## src/design/bth_pkg.sv

```systemverilog
// ----------------------------------------------------------------------------
// bth_pkg
// Shared types, codes and default parameter values for the BER TLV header
// parser.
// ----------------------------------------------------------------------------
package bth_pkg;

	localparam int TAG_BITS_DEF          = 21;
	localparam int MAX_LENGTH_OCTETS_DEF = 4;
	localparam int OFFSET_BITS_DEF       = 32;

	localparam logic [1:0] ERR_NONE   = 2'd0;
	localparam logic [1:0] ERR_LENGTH = 2'd1;
	localparam logic [1:0] ERR_TAG    = 2'd2;

	localparam logic KIND_HEADER  = 1'b0;
	localparam logic KIND_CONTENT = 1'b1;

	typedef struct packed {
		logic [7:0] data_byte;
	} in_word_t;

	typedef struct packed {
		logic        result_kind;
		logic [20:0] tag_number;
		logic        constructed;
		logic [31:0] length;
		logic        indefinite;
		logic        end_of_contents;
		logic [31:0] header_offset;
		logic [1:0]  error_code;
		logic [7:0]  content_byte;
		logic        content_last;
	} res_word_t;

endpackage

```

## src/design/bth_chan_if.sv

```systemverilog
// ----------------------------------------------------------------------------
// bth_chan_if
// Valid/ready channel carrying one word of a given payload type.
// ----------------------------------------------------------------------------
interface bth_chan_if #(
	parameter type payload_t = logic [7:0]
) ();
	logic     valid;
	logic     ready;
	payload_t data;

	modport source (output valid, output data, input ready);
	modport sink (input valid, input data, output ready);
endinterface

```

## src/design/bth_in_stage.sv

```systemverilog
// ----------------------------------------------------------------------------
// bth_in_stage
// Input register: holds one stream byte until the parser consumes it.
// ----------------------------------------------------------------------------
module bth_in_stage
	import bth_pkg::*;
(
	input  logic       clk,
	input  logic       arst_n,
	input  logic       valid,
	input  logic [7:0] data_byte,
	input  logic       advance,
	output logic       ready,
	output logic       valid_s1,
	output logic [7:0] byte_s1
);

	logic take;

	assign ready = !valid_s1 || advance;
	assign take  = valid && ready;

	always_ff @(posedge clk or negedge arst_n) begin
		if (!arst_n) begin
			valid_s1 <= 1'b0;
		end else if (take) begin
			valid_s1 <= 1'b1;
		end else if (advance) begin
			valid_s1 <= 1'b0;
		end
	end

	// payload: load on accept
	always_ff @(posedge clk) begin
		if (take) begin
			byte_s1 <= data_byte;
		end
	end

endmodule

```

## src/design/bth_engine.sv

```systemverilog
// ----------------------------------------------------------------------------
// bth_engine
// Phase machine and accumulators; builds one result word per consumed byte
// when a header completes or a content byte passes.
// ----------------------------------------------------------------------------
module bth_engine
	import bth_pkg::*;
#(
	parameter int TAG_BITS          = TAG_BITS_DEF,
	parameter int MAX_LENGTH_OCTETS = MAX_LENGTH_OCTETS_DEF,
	parameter int OFFSET_BITS       = OFFSET_BITS_DEF
) (
	input  logic       clk,
	input  logic       arst_n,
	input  logic       advance,
	input  logic [7:0] byte_s1,
	output logic       res_valid,
	output res_word_t  res_word
);

	typedef enum logic [2:0] {
		PH_TAG_FIRST,
		PH_TAG_EXT,
		PH_LEN_FIRST,
		PH_LEN_LONG,
		PH_CONTENT
	} phase_t;

	phase_t                 phase_q, phase_d;
	logic [TAG_BITS-1:0]    tag_q, tag_d;
	logic                   cons_q, cons_d;
	logic [31:0]            len_q, len_d;
	logic [6:0]             left_q, left_d;
	logic [31:0]            cont_q, cont_d;
	logic [OFFSET_BITS-1:0] byte_off_q;
	logic [OFFSET_BITS-1:0] tag_off_q, tag_off_d;
	logic [1:0]             err_q, err_d;

	logic [TAG_BITS+6:0]    tag_ext;
	logic                   tag_ovf;
	logic [6:0]             left_dec;
	logic [31:0]            cont_dec;
	logic                   hdr_go;
	logic                   hdr_indef;
	logic [1:0]             hdr_code;
	logic [31:0]            hdr_len;
	logic                   hdr_eoc;
	logic                   hdr_body;
	logic                   produced;
	logic [31:0]            tag_wide;
	logic [63:0]            off_wide;

	assign tag_ext  = {tag_q, byte_s1[6:0]};
	assign tag_ovf  = |tag_ext[TAG_BITS+6 -: 7];
	assign left_dec = left_q - 7'((left_q != 7'd0) ? 1 : 0);
	assign cont_dec = cont_q - 32'((cont_q != 32'd0) ? 1 : 0);
	assign tag_wide = 32'(tag_q);
	assign off_wide = 64'(tag_off_q);

	always_comb begin
		phase_d   = phase_q;
		tag_d     = tag_q;
		cons_d    = cons_q;
		len_d     = len_q;
		left_d    = left_q;
		cont_d    = cont_q;
		tag_off_d = tag_off_q;
		err_d     = err_q;
		hdr_go    = 1'b0;
		hdr_indef = 1'b0;
		produced  = 1'b0;
		res_word  = '0;

		case (phase_q)
			PH_TAG_FIRST: begin
				err_d     = 2'b00;
				len_d     = '0;
				cons_d    = byte_s1[5];
				tag_off_d = byte_off_q;
				if (byte_s1[4:0] == 5'h1f) begin
					tag_d   = '0;
					phase_d = PH_TAG_EXT;
				end else begin
					tag_d   = TAG_BITS'(byte_s1[4:0]);
					phase_d = PH_LEN_FIRST;
				end
			end
			PH_TAG_EXT: begin
				// saturate once the tag outgrows its width; keep eating octets
				if (err_q[1] || tag_ovf) begin
					err_d[1] = 1'b1;
					tag_d    = '1;
				end else begin
					tag_d = tag_ext[TAG_BITS-1:0];
				end
				tag_off_d = byte_off_q;
				if (!byte_s1[7]) begin
					phase_d = PH_LEN_FIRST;
				end
			end
			PH_LEN_FIRST: begin
				if (!byte_s1[7]) begin
					len_d  = 32'(byte_s1);
					hdr_go = 1'b1;
				end else if (byte_s1[6:0] == 7'd0) begin
					len_d     = '0;
					hdr_go    = 1'b1;
					hdr_indef = 1'b1;
				end else begin
					left_d = byte_s1[6:0];
					len_d  = '0;
					if (byte_s1[6:0] > 7'(MAX_LENGTH_OCTETS)) begin
						err_d[0] = 1'b1;
					end
					phase_d = PH_LEN_LONG;
				end
			end
			PH_LEN_LONG: begin
				if (!err_q[0] && (|len_q[31:24])) begin
					err_d[0] = 1'b1;
				end
				if (err_d[0]) begin
					len_d = '1;
				end else begin
					len_d = {len_q[23:0], byte_s1};
				end
				left_d = left_dec;
				if (left_dec == 7'd0) begin
					hdr_go = 1'b1;
				end
			end
			PH_CONTENT: begin
				produced              = 1'b1;
				res_word.result_kind  = KIND_CONTENT;
				res_word.content_byte = byte_s1;
				res_word.content_last = (cont_q <= 32'd1);
				cont_d                = cont_dec;
				if (cont_dec == 32'd0) begin
					phase_d = PH_TAG_FIRST;
				end
			end
			default: begin
				phase_d = PH_TAG_FIRST;
			end
		endcase

		// header completion, shared by the short, indefinite and long forms
		hdr_code = err_d[1] ? ERR_TAG : (err_d[0] ? ERR_LENGTH : ERR_NONE);
		hdr_len  = hdr_indef ? 32'd0 : len_d;
		hdr_body = (hdr_code == ERR_NONE) && !hdr_indef && !cons_q;
		hdr_eoc  = hdr_body && (tag_q == '0) && (hdr_len == 32'd0);
		if (hdr_go) begin
			produced                 = 1'b1;
			res_word.result_kind     = KIND_HEADER;
			res_word.tag_number      = tag_wide[20:0];
			res_word.constructed     = cons_q;
			res_word.length          = hdr_len;
			res_word.indefinite      = hdr_indef;
			res_word.end_of_contents = hdr_eoc;
			res_word.header_offset   = off_wide[31:0];
			res_word.error_code      = hdr_code;
			if (hdr_body && (hdr_len != 32'd0)) begin
				cont_d  = hdr_len;
				phase_d = PH_CONTENT;
			end else begin
				phase_d = PH_TAG_FIRST;
			end
		end
	end

	assign res_valid = advance && produced;

	always_ff @(posedge clk or negedge arst_n) begin
		if (!arst_n) begin
			phase_q    <= PH_TAG_FIRST;
			tag_q      <= '0;
			cons_q     <= 1'b0;
			len_q      <= '0;
			left_q     <= '0;
			cont_q     <= '0;
			byte_off_q <= '0;
			tag_off_q  <= '0;
			err_q      <= '0;
		end else if (advance) begin
			phase_q    <= phase_d;
			tag_q      <= tag_d;
			cons_q     <= cons_d;
			len_q      <= len_d;
			left_q     <= left_d;
			cont_q     <= cont_d;
			byte_off_q <= byte_off_q + OFFSET_BITS'(1);
			tag_off_q  <= tag_off_d;
			err_q      <= err_d;
		end
	end

endmodule

```

## src/design/bth_out_stage.sv

```systemverilog
// ----------------------------------------------------------------------------
// bth_out_stage
// Result register: holds one result word until the sink takes it.
// ----------------------------------------------------------------------------
module bth_out_stage
	import bth_pkg::*;
(
	input  logic      clk,
	input  logic      arst_n,
	input  logic      load,
	input  res_word_t res_word,
	input  logic      ready,
	output logic      can_load,
	output logic      valid,
	output res_word_t data
);

	logic valid_q;
	res_word_t data_q;

	assign can_load = !valid_q || ready;
	assign valid    = valid_q;
	assign data     = data_q;

	always_ff @(posedge clk or negedge arst_n) begin
		if (!arst_n) begin
			valid_q <= 1'b0;
		end else if (load) begin
			valid_q <= 1'b1;
		end else if (ready) begin
			valid_q <= 1'b0;
		end
	end

	always_ff @(posedge clk) begin
		if (load) begin
			data_q <= res_word;
		end
	end

endmodule

```

## src/design/ber_tlv_header_parser.sv

```systemverilog
// A result word is built from its byte while that byte waits in the input
// register, and is loaded into the result register when the parser advances.
// Throughput: one byte per cycle, set by the phase update between the input
// register and the result register; bytes stall only while a result waits and
// the sink holds ready low. Reset: arst_n clears the valid flags and parser
// state; the parser then expects a first tag octet at stream offset zero.
// ----------------------------------------------------------------------------
// ber_tlv_header_parser
// BER TLV header parser: walks a byte stream through tag, length and
// primitive content phases; reports each header and passes content bytes.
// ----------------------------------------------------------------------------
module ber_tlv_header_parser
	import bth_pkg::*;
#(
	parameter int TAG_BITS          = TAG_BITS_DEF,
	parameter int MAX_LENGTH_OCTETS = MAX_LENGTH_OCTETS_DEF,
	parameter int OFFSET_BITS       = OFFSET_BITS_DEF
) (
	input  logic       clk,
	input  logic       arst_n,
	bth_chan_if.sink   byte_stream,
	bth_chan_if.source results
);

	logic       valid_s1;
	logic [7:0] byte_s1;
	logic       advance;
	logic       can_load;
	logic       res_valid;
	res_word_t  res_word;
	in_word_t   in_word;
	res_word_t  out_word;

	assign in_word      = byte_stream.data;
	assign results.data = out_word;

	// Advance the parser whenever a byte waits and the result register is
	// free or draining this cycle; bytes without a result advance the same way.
	assign advance = valid_s1 && can_load;

	// Hold the incoming word until the parser consumes it.
	bth_in_stage u_in (
		.clk       (clk),
		.arst_n    (arst_n),
		.valid     (byte_stream.valid),
		.data_byte (in_word.data_byte),
		.advance   (advance),
		.ready     (byte_stream.ready),
		.valid_s1  (valid_s1),
		.byte_s1   (byte_s1)
	);

	// Update phase and accumulators; build the header or content word.
	bth_engine #(
		.TAG_BITS          (TAG_BITS),
		.MAX_LENGTH_OCTETS (MAX_LENGTH_OCTETS),
		.OFFSET_BITS       (OFFSET_BITS)
	) u_engine (
		.clk       (clk),
		.arst_n    (arst_n),
		.advance   (advance),
		.byte_s1   (byte_s1),
		.res_valid (res_valid),
		.res_word  (res_word)
	);

	// Register the result word; take a new one while the old one drains.
	bth_out_stage u_out (
		.clk      (clk),
		.arst_n   (arst_n),
		.load     (res_valid),
		.res_word (res_word),
		.ready    (results.ready),
		.can_load (can_load),
		.valid    (results.valid),
		.data     (out_word)
	);

endmodule

```

## src/flat_wrapper.sv

```systemverilog
// flat-port wrapper written by rule: the top's interface ports become plain ports
module ber_tlv_header_parser_flat import bth_pkg::*;
#(
	parameter int TAG_BITS          = TAG_BITS_DEF,
	parameter int MAX_LENGTH_OCTETS = MAX_LENGTH_OCTETS_DEF,
	parameter int OFFSET_BITS       = OFFSET_BITS_DEF
)
  (clk, arst_n, byte_stream_valid, byte_stream_data, byte_stream_ready, results_valid, results_data, results_ready);
  bth_chan_if #(.payload_t(in_word_t)) byte_stream_i ();
  bth_chan_if #(.payload_t(res_word_t)) results_i ();
  input  logic clk;
  input  logic arst_n;
  input wire logic [$bits(byte_stream_i.valid)-1:0] byte_stream_valid;
  input wire logic [$bits(byte_stream_i.data)-1:0] byte_stream_data;
  output wire logic [$bits(byte_stream_i.ready)-1:0] byte_stream_ready;
  output wire logic [$bits(results_i.valid)-1:0] results_valid;
  output wire logic [$bits(results_i.data)-1:0] results_data;
  input wire logic [$bits(results_i.ready)-1:0] results_ready;
  assign byte_stream_i.valid = byte_stream_valid;
  assign byte_stream_i.data = byte_stream_data;
  assign byte_stream_ready = byte_stream_i.ready;
  assign results_valid = results_i.valid;
  assign results_data = results_i.data;
  assign results_i.ready = results_ready;
  ber_tlv_header_parser #(.TAG_BITS(TAG_BITS), .MAX_LENGTH_OCTETS(MAX_LENGTH_OCTETS), .OFFSET_BITS(OFFSET_BITS)) u_core (.clk(clk), .arst_n(arst_n), .byte_stream(byte_stream_i), .results(results_i));
endmodule
```

## config.mk

```make
export PLATFORM = sky130hd
export DESIGN_NAME = ber_tlv_header_parser_flat
export DESIGN_NICKNAME = d
export VERILOG_FILES = /design/src/design/bth_pkg.sv /design/src/design/bth_chan_if.sv /design/src/design/bth_in_stage.sv /design/src/design/bth_engine.sv /design/src/design/bth_out_stage.sv /design/src/design/ber_tlv_header_parser.sv /design/src/flat_wrapper.sv
export SDC_FILE = /design/constraint.sdc
export NUM_CORES = 1
export LEC_CHECK = 0
export ABC_AREA = 1
export ABC_CLOCK_PERIOD_IN_PS = 10600
export BUFFER_PORTS_ARGS = -buffer_cell sky130_fd_sc_hd__buf_2
export CAP_MARGIN = 20
export CORE_MARGIN = 2
export CORE_UTILIZATION = 42
export CTS_BUF_LIST = sky130_fd_sc_hd__clkbuf_4
export DETAILED_ROUTE_END_ITERATION = 7
export GPL_TIMING_DRIVEN = 0
export HOLD_SLACK_MARGIN = 0.05
export SLEW_MARGIN = 15
export SYNTH_ARGS = -nofsm -noshare
export SYNTH_HDL_FRONTEND = slang
export SYNTH_HIERARCHICAL = 1
export SYNTH_SLANG_ARGS = --single-unit
export TNS_END_PERCENT = 5
```

## constraint.sdc

```tcl
create_clock -name clk -period 10.6 [get_ports clk]
set_input_delay 0.53 -clock clk [delete_from_list [all_inputs] [get_ports clk]]
set_output_delay 0.53 -clock clk [all_outputs]
set_load 0.02 [all_outputs]
```

==> results of run 1 <==
## layer usage
metal,GRT usage (%),vias up,wire [µm]
met2,35.1,323,16700
met1,32.0,5484,17600
li1,-,5697,-
met4,7.71,0,833
met5,0,-,0
met3,4.01,57,1880
## power groups by stage
stage | combinational, W | sequential [W] | clock, W
2_1_floorplan | 0.00117 | 0.00165 | 0
5_1_grt | 0.00203 | 0.00161 | 0.00104
3_3_place_gp | 0.00174 | 0.00161 | 0
3_5_place_dp | 0.00178 | 0.00160 | 0
6_report | 0.00180 | 0.00159 | 0.000945
4_1_cts | 0.00179 | 0.00158 | 0.000979
## how the worst max path moves through the flow
stage	start	to	slack [ps]	cells past startpoint
4_1_cts	u_core/u_engine/cont_q[9]	u_core/u_engine/phase_q[2]	6500	21
5_1_grt	u_core/u_engine/cont_q[9]	u_core/u_engine/phase_q[0]	6070	21
3_3_place_gp	u_core/u_engine/left_q[4]	u_core/u_out/data[29]	5190	12
2_1_floorplan	u_core/u_engine/left_q[3]	u_core/u_out/data[0]	6360	12
3_5_place_dp	u_core/u_engine/cont_q[9]	u_core/u_engine/phase_q[2]	6530	21
6_report	u_core/u_engine/cont_q[9]	u_core/u_engine/phase_q[2]	6430	21
## state kept, by name, summed over array words and instances (netlist names)
name	flops
u_core/u_engine/cons_q	1
u_core/u_engine/err_q	2
u_core/u_engine/tag_q	21
u_core/u_out/data	100
u_core/u_engine/phase_q	3
u_core/u_engine/len_q	32
u_core/u_engine/left_q	7
u_core/u_in/valid_s1	1
u_core/u_out/valid	1
u_core/u_engine/cont_q	32
u_core/u_engine/byte_off_q	32
u_core/u_engine/tag_off_q	32
u_core/u_in/byte_s1	8
## cell type report
class / count / area share [%]
well taps: 402 / 3.23
inverters: 193 / 4.68
multi-input cells: 1111 / 32.4
diodes: 1 / 0.0160
clock buffers: 117 / 5.63
clock inverters: 14 / 0.522
repair buffers: 124 / 4.62
flip-flops and latches: 272 / 47.1
plain buffers: 63 / 1.81
## metrics by stage
step | total power (W) | util [%]
floorplan | 0.00282 | -
finish | 0.00433 | 49.5
detailed placement | 0.00338 | 46.2
CTS | 0.00435 | 49.5
global route | 0.00468 | 49.5
global placement | 0.00336 | 46.0
## cells in the final DEF, fill, tap and decap left out, types with 34 or more instances in the layout
master	instances
inv_1	182
o21ai_0	119
clkbuf_1	37
buf_2	127
nand2_1	441
dfrtp_1	164
clkbuf_4	117
edfxtp_1	108
nand3_1	131
nor2_1	259
xor2_1	34
## repair_timing
action	in CTS	in global routing
setup endpoints to repair	0	0
setup buffers	0	0
hold endpoints to repair	89	0
hold buffers	9	0
## logic make-up (layout without fill, tap and decap cells)
logic type / count (synthesis) / count (layout)
AND/OR/NAND/NOR: 901 / 901
flip-flops: 272 / 272
other: 0 / 1
adder cells (fa/ha/maj): 5 / 5
AO/OA/AOI/OAI: 162 / 162
buffers and inverters: 256 / 511
XOR/XNOR: 43 / 43
## worst max-delay path: stages (launching register included)
cell,delay [ps]
dfrtp_1,420
nor2_1,270
nand2_1,130
nor2_1,290
inv_1,70
nor2_1,180
nand4_1,130
or4_1,420
ha_1,290
ha_1,270
nand3_1,170
nor2_2,150
xnor2_1,210
nand3_1,90
nor2_1,160
nand2_1,70
nor2_1,190
nand3_1,120
nand2_1,170
nand2_1,130
nand2_1,80
nand2_1,60
==> impl_metrics.csv, run 1 <==
group,metric,value,unit
power_and_ir_drop,leakagePower,7.46,nW
synth,synth_compound_area_share,6.54,%
placed_design,gp_congestion,0.916,
global_route,grt_pass1_wl,59400,µm
power_and_ir_drop,ir_drop,0.120,mV
power_and_ir_drop,swShare,44.0,%
cts,cts_tree,"built",
global_route,grt-ovfl-total,0,
sta,slew_viol_final,0,
die,design.die.area,33400,µm²
synth,synth_seq_cells,272,
global_route,grt_use_total,22.6,%
final_layout,stdcell_area,15600,µm²
route,drc_errors,0,
cts,cts_resized,0,
synth,synth-simple-area-share,27.9,%
final_layout,drive_above_1_share,15.1,%
synth,synth_commonest_cells,"nand2_1 (441), nor2_1 (259), inv_1 (183), dfrtp_1 (164), nand3_1 (131)",
placed_design,place.port_buffers,113,
critical_path,crit_type,"register to register",
status,status,"completed",
final_layout,stdcell_count,2297,
sta,layout_min_cycle_time,4170,ps
route,wl_per_cell,16.1,µm
critical_path,r2r-end,"u_core/u_engine/phase_q[2]",
synth,yosys.area_share.adder,0.467,%
final_layout,nets,1853,
route,antenna_left,0,
synth,synth_top_family_by_area,"simple AND/OR/NAND/NOR gates",
synth,synth_area,13400,µm²
global_route,antenna_found_initial,1,
sta,setup-violations-final,0,
critical_path,cp-start-kind,"register",
synth,synth_cell_types,41,
power_and_ir_drop,p_sw,0.00190,W
power_and_ir_drop,seqPwrFrac,36.6,%
power_and_ir_drop,combPwrFrac,41.5,%
sta,hold_viol_final,0,
critical_path,r2r_setup_slack,6430,ps
route,dr.first_iter.drc_count,864,
cts,cts_buffer_depth,3,
synth,ys_async_sr_fraction,60.3,%
placed_design,post-place-ws,6530,ps
synth,yosysMostFrequentCell,"nand2_1",
synth,synth_top_area_share,30.6,%
sta,rsz0062_at_grt,"no",
critical_path,r2r_start,"u_core/u_engine/cont_q[9]",
synth,synth_edf_count,108,
synth,synthMuxAreaShare,0,%
synth,netlist_instances,1639,
power_and_ir_drop,internal_power,0.00243,W
critical_path,cp.required,11150,ps
sta,fin_skew,71.1,ps
synth,yosys.area.top_type,"dfrtp_1",
cts,root_buffer,"clkbuf_4",
worst_hold_path,hold_path_end,"u_core/u_in/byte_s1[2]",
run,cap_viol_max_count,0,
synth,ys.flop_type,"dfrtp_1",
sta,worst_pin_slew,900,ps
sta,fmax,240,MHz
die,start_util,42.6,%
worst_hold_path,hold_path.class,"input pin to register",
die,die_h,183,µm
synth,synth_area_leaders,"dfrtp_1 (31%), edfxtp_1 (24%), nand2_1 (12%), nor2_1 (7.3%), inv_1 (5.1%)",
placed_design,place_area,14500,µm²
placed_design,dpl.hpwl,26800,µm
route,wirelength,37000,µm
power_and_ir_drop,clkPwrFrac,21.8,%
final_layout,seq_area,7350,µm²
die,core,31500,µm²
critical_path,end_kind,"register",
worst_hold_path,hp-start,"byte_stream_data[2]",
worst_hold_path,min_path_cells,1,
sta,fin_setup_tns,0,ps
final_layout,syn_to_final_growth,16.3,%
synth,syn_avg_cell_area,8.18,µm²
route,dr_total_vias,11561,
die,num_rows,65,
synth,ys_warn_count,6,
sta,finalCritPeriodShare,39.3,%
cts,cts_made_buffers,71,
die,die_w,183,µm
cts,htree_levels,3,
critical_path,path_max_fanout,9,
sta,finalWorstSetupSlack,6430,ps
final_layout,multi_input_area,5050,µm²
critical_path,crit_arrival,4720,ps
synth,synthXorXnorAreaFrac,2.81,%
critical_path,rr_worst_depth,21,
sta,slew_headroom,40.0,%
route,drtPass1Iterations,6,
final_layout,nFillCells,3106,
global_route,grt_max_degree,84,
die,ios,114,
placed_design,dp.cells,2156,
power_and_ir_drop,powerDensity,278,nW/µm²
cts,clk_pin_slew_worst_paths,60,ps
global_route,grt_pass1_vias,11208,
cts,cts.sinks,272,
route,routed_via_density,5.03,
cts,clock_latency,710,ps
sta,fin_hold_ws,102,ps
synth,syn_nets,1656,
synth,synth-seq-area-share,54.8,%
(Power assumes the default switching activity.)
==> inputs of run 2 (changes only) <==
Settings changed: ABC_AREA 1 to 0, ABC_CLOCK_PERIOD_IN_PS 10600 to 3400.
Clock period 10.6 ns to 3.4 ns, I/O delays scaled along.
==> run 2 against run 1 <==
Combinational power grew to 3.8 times the previous value. Worst hold slack improved by 95 ps. Die area fell by 3.4%. Area after synthesis fell by 3.5%. Sequential power grew to 3.5 times the previous value. Highest routed layer unchanged. The run now ends with setup timing left.
==> impl_metrics.csv, run 2 <==
group,metric,value,unit
status,status,"finished with violations",
status,violations,"setup timing",
placed_design,dpl.hpwl,26400,µm
critical_path,crit_type,"register to register",
route,wirelength,40100,µm
critical_path,cp-start-kind,"register",
route,dr_total_vias,10806,
die,design.die.area,32200,µm²
synth,syn_nets,1232,
sta,finalCritPeriodShare,108,%
global_route,antenna_found_initial,1,
die,core,30400,µm²
synth,ys.flop_type,"dfrtp_1",
cts,cts_made_buffers,75,
final_layout,multi_input_area,5600,µm²
cts,cts.sinks,272,
die,die_h,180,µm
global_route,grt_util_met2,38.1,%
route,drc_errors,0,
power_and_ir_drop,powerDensity,951,nW/µm²
placed_design,gp_congestion,0.945,
worst_hold_path,hold_path.class,"input pin to register",
final_layout,seq_area,7350,µm²
cts,cts_tree,"built",
worst_hold_path,min_path_cells,2,
global_route,grt_pass1_wl,61500,µm
critical_path,path_max_fanout,6,
power_and_ir_drop,leakagePower,6.89,nW
final_layout,drive_above_1_share,27.5,%
sta,fin_setup_tns,-16070,ps
die,die_w,180,µm
critical_path,crit_arrival,4080,ps
final_layout,nFillCells,2794,
critical_path,r2r-end,"u_core/u_out/data[63]",
cts,htree_levels,3,
sta,rsz0062_at_grt,"yes",
synth,syn_avg_cell_area,10.6,µm²
die,start_util,42.5,%
synth,synth_seq_cells,272,
global_route,use_met3,4.62,%
sta,finalWorstSetupSlack,-275,ps
route,routed_via_density,5.67,
synth,yosysMostFrequentCell,"nor2_1",
final_layout,syn_to_final_growth,24.5,%
critical_path,rr_worst_depth,14,
synth,yosys.area.top_type,"dfrtp_1",
critical_path,r2r_start,"u_core/u_engine/left_q[5]",
cts,cts_buffer_depth,3,
final_layout,largest_register_ffs,100,
synth,ys_async_sr_fraction,60.3,%
synth,synth_top_area_share,31.7,%
synth,synth_area_leaders,"dfrtp_1 (32%), edfxtp_1 (25%), nor2_1 (4.8%), and2_1 (3.9%), mux2_2 (3.0%)",
critical_path,r2r_setup_slack,-270,ps
global_route,grt_use_total,24.4,%
sta,hold_viol_final,0,
placed_design,place.port_buffers,113,
sta,fin_skew,54.7,ps
global_route,grt_pass1_vias,10449,
route,wl_per_cell,21.0,µm
sta,layout_min_cycle_time,3670,ps
global_route,grtUsageMet1,33.6,%
synth,synth-seq-area-share,56.8,%
final_layout,nets,1465,
route,antenna_left,0,
sta,slew_viol_final,0,
worst_hold_path,hold_path_end,"u_core/u_in/byte_s1[2]",
sta,fmax,272,MHz
worst_hold_path,hp-start,"byte_stream_data[2]",
power_and_ir_drop,ir_drop,0.383,mV
synth,synth_commonest_cells,"nor2_1 (167), dfrtp_1 (164), edfxtp_1 (108), and2_1 (80), nand2_1 (72)",
global_route,grt-ovfl-total,0,
cts,clk_pin_slew_worst_paths,60,ps
synth,synth_area,12900,µm²
synth,synth_edf_count,108,
global_route,grt_max_degree,92,
synth,synth_cell_types,76,
synth,ys_warn_count,6,
critical_path,cp.required,3800,ps
synth,netlist_instances,1215,
die,num_rows,64,
final_layout,layout_common_cells,"nor2_1 (167), dfrtp_1 (161), buf_2 (125)",
critical_path,end_kind,"register",
die,ios,114,
final_layout,layout_commonest_cell,"nor2_1",
global_route,grt_busiest_layer,"met2",
sta,slew_headroom,32.2,%
run,cap_viol_max_count,0,
sta,setup-violations-final,126,
sta,worst_pin_slew,1010,ps
sta,fin_hold_ws,198,ps
route,dr.first_iter.drc_count,1066,
cts,root_buffer,"clkbuf_4",
cts,clock_latency,720,ps
route,drtPass1Iterations,5,
-- run 2: logic make-up (layout without fill, tap and decap cells) --
group / Yosys count / in the layout / synth area share [%]
other: 0 / 1 / 0
AO/OA/AOI/OAI: 202 / 202 / 10.5
buffers and inverters: 94 / 389 / 2.96
flip-flops: 272 / 272 / 56.8
multiplexers: 36 / 36 / 3.11
adder cells (fa/ha/maj): 5 / 5 / 0.484
XOR/XNOR: 38 / 38 / 2.57
AND/OR/NAND/NOR: 568 / 568 / 23.6
-- run 2: power by group --
group | switching (W) | internal [W]
combinational | 0.00423 | 0.00259
sequential | 0.000984 | 0.00453
clock | 0.00144 | 0.00154
-- run 2: what timing repair did --
item	CTS	global route
hold endpoints to repair	182	0
resized for setup	65	59
gates cloned	4	1
pin swaps	5	6
setup endpoints to repair	229	246
setup buffers	14	9
hold buffers	13	0
-- run 2: critical path: stages (launching register included) --
cell and delay [ps]:
dfrtp_1 390, or4_4 540, or4_4 440, ha_4 190, ha_4 260, nor4bb_4 170, nand4_1 160, o22a_2 250
clkbuf_16 160, a21oi_4 150, clkbuf_16 180, buf_16 110, buf_16 130, buf_12 120, clkbuf_16 140
-- run 2: final cells by class --
class | count | share of cell area [%]
clock buffers | 106 | 4.94
inverters | 18 | 0.420
multi-input cells | 849 | 34.7
well taps | 396 | 3.08
plain buffers | 73 | 2.54
repair buffers | 159 | 7.50
flip-flops and latches | 272 | 45.6
diodes | 1 | 0.0155
clock inverters | 33 | 1.11
-- run 2: metrics by stage --
stage	area, µm²	total power, W	instances	utilization, %	setup WS (ps)
after global routing	16100	0.0162	1907	52.9	-369
after global placement	14000	0.0111	1724	46.1	-2330
after detailed placement	14200	0.0113	1729	46.6	-1260
after CTS	15800	0.0149	1896	51.9	-331
final	16100	0.0153	1907	52.9	-275
after floorplan	13000	0.00906	1215	-	-1210
-- run 2: worst max path at each step --
stage                                     from                          to  slack [ps]  cells after the start
CTS                  u_core/u_engine/left_q[4]       u_core/u_out/data[61]        -330                     14
floorplan            u_core/u_engine/left_q[5]        u_core/u_out/data[0]       -1210                      9
global placement     u_core/u_engine/left_q[2]          u_core/u_out/valid       -2330                     10
detailed placement  u_core/u_engine/cont_q[14]  u_core/u_engine/phase_q[0]       -1260                     14
global route         u_core/u_engine/left_q[4]       u_core/u_out/data[61]        -370                     14
finish               u_core/u_engine/left_q[5]       u_core/u_out/data[63]        -270                     14
-- run 2: metal layers --
metal / up-vias / routed length [µm] / share of wire [%]
met5: - / 0 / 0
met4: 0 / 1020 / 2.5
met3: 78 / 2730 / 6.8
met2: 430 / 18900 / 47
met1: 5338 / 17500 / 44
li1: 4960 / - / -
